--- src/rtl/piddc_pkg.sv ---
// Shared types and constants for the positional / incremental PID controller.
// No dependencies; imported by the top level, the integrator and the checker.

package piddc_pkg;

   // Field widths
   localparam int SAMPLE_W   = 16;            // reference, feedback, drive
   localparam int ERR_W      = SAMPLE_W + 1;  // reference - feedback
   localparam int DIFF1_W    = ERR_W + 1;     // e - e1
   localparam int DIFF2_W    = ERR_W + 2;     // e - 2*e1 + e2
   localparam int GAIN_W     = 32;            // signed Q16.16
   localparam int LIMIT_W    = 15;            // clamp magnitudes
   localparam int FRAC_W     = 16;            // fractional bits of the Q formats
   localparam int ACC_W      = 48;            // Q32.16 integral accumulator
   localparam int PROD_P_W   = GAIN_W + DIFF1_W;
   localparam int PROD_I_W   = GAIN_W + ERR_W;
   localparam int PROD_D_W   = GAIN_W + DIFF2_W;
   localparam int PD_W       = PROD_D_W + 1;  // p term + d term
   localparam int SUM_W      = PD_W + 2;      // p + d + integral
   localparam int CSR_INDEX_W = 3;
   localparam int CSR_DATA_W  = GAIN_W;

   // Register map
   typedef enum logic [CSR_INDEX_W-1:0] {
      CSR_LOOP_MODE      = 3'd0,
      CSR_GAIN_P         = 3'd1,
      CSR_GAIN_I         = 3'd2,
      CSR_GAIN_D         = 3'd3,
      CSR_OUTPUT_LIMIT   = 3'd4,
      CSR_INTEGRAL_LIMIT = 3'd5
   } csr_index_type;

   // Loop modes
   localparam logic MODE_POSITION = 1'b0;
   localparam logic MODE_DELTA    = 1'b1;

   // Control from the pipeline to the integrator
   typedef struct packed {
      logic load;        // a transfer enters the accumulate stage
      logic clear;       // the item is a clear request
      logic delta_mode;  // incremental mode: overwrite, no clamp
   } integ_ctl_type;

endpackage

--- src/rtl/piddc_integrator.sv ---
// Integral accumulator of the PID controller (Q32.16), one update per item.
// Depends on piddc_pkg.

module piddc_integrator (
   input  logic                                    clock,
   input  logic                                    reset,
   input  piddc_pkg::integ_ctl_type                ctl,
   input  logic signed [piddc_pkg::PROD_I_W-1:0]   i_prod,
   input  logic        [piddc_pkg::LIMIT_W-1:0]    limit,
   output logic signed [piddc_pkg::ACC_W-1:0]      acc
);
   import piddc_pkg::*;

   localparam int WIDE_W = PROD_I_W + 1;

   logic signed [ACC_W-1:0]  acc_ff;
   logic signed [ACC_W-1:0]  acc_in;
   logic signed [WIDE_W-1:0] acc_sum;
   logic signed [WIDE_W-1:0] lim_q;

   // Add the new term and clamp to +-limit in Q.16; a clear zeroes it, delta mode overwrites unclamped
   always_comb begin
      acc_sum = WIDE_W'(acc_ff) + WIDE_W'(i_prod);
      lim_q   = $signed({{(WIDE_W - LIMIT_W - FRAC_W){1'b0}}, limit, {FRAC_W{1'b0}}});
      if (ctl.clear) begin
         acc_in = '0;
      end else if (ctl.delta_mode) begin
         acc_in = ACC_W'(i_prod);
      end else if (acc_sum > lim_q) begin
         acc_in = ACC_W'(lim_q);
      end else if (acc_sum < -lim_q) begin
         acc_in = ACC_W'(-lim_q);
      end else begin
         acc_in = ACC_W'(acc_sum);
      end
   end

   // Update once per item entering the stage
   always_ff @(posedge clock) begin
      if (reset) begin
         acc_ff <= '0;
      end else if (ctl.load) begin
         acc_ff <= acc_in;
      end
   end

   assign acc = acc_ff;

endmodule

--- config.mk ---
export PLATFORM = sky130hd
export DESIGN_NAME = piddc_integrator
export DESIGN_NICKNAME = d
export VERILOG_FILES = /design/src/rtl/piddc_pkg.sv /design/src/rtl/piddc_integrator.sv
export SDC_FILE = /design/constraint.sdc
export NUM_CORES = 1
export LEC_CHECK = 0
export BUFFER_PORTS_ARGS = -buffer_cell sky130_fd_sc_hd__buf_2
export CORE_UTILIZATION = 30
export DETAILED_ROUTE_END_ITERATION = 10
export GPL_ROUTABILITY_DRIVEN = 0
export PLACE_DENSITY = 0.58
export SLEW_MARGIN = 20
export SYNTH_ARGS = -nofsm -noshare
export SYNTH_HDL_FRONTEND = slang
export SYNTH_SLANG_ARGS = --single-unit
--- constraint.sdc ---
create_clock -name clock -period 7.5 [get_ports clock]
set_clock_uncertainty 0.15 [all_clocks]
set_input_delay 0.375 -clock clock [delete_from_list [all_inputs] [get_ports clock]]
set_output_delay 0.375 -clock clock [all_outputs]
set_load 0.1 [all_outputs]
==> key figures <==
Route
  – DRT Pass-1 Iters: 7
  – Number of DRC markers in iteration 0: 709
  – Vias per inst: a little over 6
  – Post-route antenna net violation count: 0
  – Vias: 8387
  – DRC Markers: 0
  – Drt wl/cell: 20.2 um
  – Final WL: 28000 um

Timing
  – Worst slew pin tran: 0.730 ns
  – Fin Setup TNS: 0 ns
  – Final count of hold timing violations: 0
  – Period utilisation layout: 83.5%
  – Slew margin rel.: 50.1%
  – Crit path time final: ~6.3 ns
  – Slew Viols, Final: 0
  – Final setup viols: 0
  – RSZ-0062 raised after global routing: false
  – Fmax: between 150 and 200 MHz

Critical path
  – Worst-path fanout max: 15
  – Worst path required time: around 7.5 ns
  – CP endpoint kind: flop
  – Setup crit start kind: flop
  – Crit path arrival time: 6.30 ns
  – Setup CP Type: reg -> reg

CTS
  – Num CTS Buffers: 5
  – H-Tree Depth: 2
  – # resized after CTS: 0
  – Clock Sinks: 48
  – Clk Latency, worst-skew pair: around 0.32 ns
  – CTS clk-pin slew, worst paths: roughly 0.080 ns
  – Total setup buffers inserted after CTS: 0
  – CTS Root Cell: clkbuf_16
  – CTS tree: done
  – Cts hold-fix bufs: 0
  – Max clock buf depth: 2

Flow run
  – Max_cap viols: 0

Logic synthesis
  – Gate Count Post-Synth: 981
  – Mean post-synth cell area: 7.61 um^2
  – Number of synthesized flops with an enable pin: 0
  – Area contributors post-synth: ha_1 16%, dfxtp_1 13%, a21oi_1 4.8%
  – Post-Syn Area: 0.00746 mm^2
  – Post-synthesis net count: 1148
  – Register area share after synthesis: 12.9%
  – Top_reg_cell synth: dfxtp_1
  – Yosys warnings: 0
  – Netlist cell types: 82
  – Synth top area share: 16.3%
  – Area leader, netlist: ha_1
  – Synth async-reset ratio: 0%
  – FF+latch count, synth: 48
  – Top-count cell post-synth: ha_1
  – Post-synth top cells: 97 x ha_1, 76 x nand2_1, 71 x a21oi_1, 48 x dfxtp_1, 48 x o21ai_0

Global routing
  – Number of global-route vias before repair: 7884
  – Largest net degree at the start of global routing: 54
  – Initial antenna violation count: 1
  – Tot GR Track Use: between 20 and 25%
  – Gr ovfl total: 0
  – First-pass GRT wire length: 44000 um

Floorplan
  – IO Pins: roughly 120
  – Die Height: 160 um
  – Initial Util: a little under a third
  – Core footprint: roughly 0.024 mm^2
  – Die area: 0.0255 mm^2
  – DIE WIDTH: between 150 and 200 um
  – Row count: 57

Power and ir drop
  – Pwr/cell area: 141 mW/mm^2
  – Leak Pwr: around 0.0038 uW
  – Power, Total: 1190 uW
  – Peak supply drop: 0.0859 mV

Final layout
  – Fillers: 2667
  – Max FFs per register: 48
  – NumNets Final: 1225
  – Synthesis-to-layout area growth: 13.6%
  – Share of layout cells above drive strength 1: 15.1%
  – ANT cells: 0
  – Fin util: a little over a third

Hold path
  – HP Class: in -> reg

Outcome
  – Outcome: completed

Placed design
  – Dpl hpwl: 22400 um
  – # port buffers: 116
==> power breakdown <==
part           switching, uW  leakage, uW  internal [uW]
clock                    120    0.0000901            176
sequential              12.6     0.000391            268
combinational            427      0.00327            191
total                    560      0.00375            635
==> worst max-delay path: stages (launching register included) <==
cell	delay [ns]
dfxtp_1	0.33
ha_1	0.21
fa_1	0.41
a21o_1	0.21
a221oi_1	0.49
o221a_2	0.35
o21bai_1	0.10
a21oi_1	0.33
nor3_1	0.11
or3_1	0.43
ha_1	0.31
nand4_1	0.11
nor2_1	0.16
nand2_1	0.11
nor2_1	0.10
and4b_1	0.19
nand4_1	0.10
o41ai_1	0.44
and4_1	0.27
a31o_2	0.46
or2_1	0.57
o221ai_1	0.18
==> cells in the final DEF, fill, tap and decap left out, drive strengths merged, types with 12 or more instances in the layout <==
cell     count
buf        131
ha          97
nand2       76
a21oi       72
o21ai       59
dfxtp       48
a22oi       47
inv         43
nor2        41
xnor2       39
nor3        31
nand4       28
o211ai      28
a21o        27
nor4        25
nand3       24
nor4b       22
mux2i       16
xor2        15
o21a        14
o2111ai     12
==> cell type report <==
cell class	instances	area (um^2)	share of cell area [%]
inverters	44	166	1.96
clock buffers	7	153	1.80
clock inverters	1	30.0	0.354
flip-flops and latches	48	961	11.3
repair buffers	131	693	8.18
multi-input cells	828	6070	71.6
well taps	324	405	4.78
==> per-stage QoR <==
stage	cell area [um^2]	setup slack, ns	hold slack [ns]	instances
6_report	8480	1.24	0.152	1383
5_1_grt	8480	0.760	0.166	1383
4_1_cts	8480	1.27	0.147	1383
3_5_place_dp	8300	1.11	0.366	1375
3_3_place_gp	8300	1.25	0.351	1375
2_1_floorplan	7460	1.98	0.340	981
==> routing by layer <==
| metal | track usage, % | wire, um |
|---|---|---|
| met3 | 3.74 | 2140 |
| met4 | 6.73 | 858 |
| met2 | 33.9 | 12100 |
| met5 | 0 | 13 |
| met1 | 29.7 | 12800 |
==> logic make-up (layout without fill, tap and decap cells) <==
| logic type | after synthesis | in the layout | synth area share, % |
|---|---|---|---|
| compound gates | 351 | 351 | 33.0 |
| xor+xnor | 54 | 54 | 6.34 |
| fa+ha+maj | 98 | 98 | 16.5 |
| buf+inv | 105 | 183 | 6.07 |
| flops | 48 | 48 | 12.9 |
| mux | 16 | 16 | 2.31 |
| simple gates | 309 | 309 | 22.9 |
==> worst paths after layout <==
kind                            cells past startpoint      end  slack [ns]       from
worst max-delay path                               21  acc[30]        1.24     acc[0]
worst min-delay path                                3   acc[5]        0.15  i_prod[5]
worst max register to register                     21  acc[30]        1.24     acc[0]
worst min register to register                      2   acc[0]        0.38     acc[0]
(Power assumes the default switching activity.)
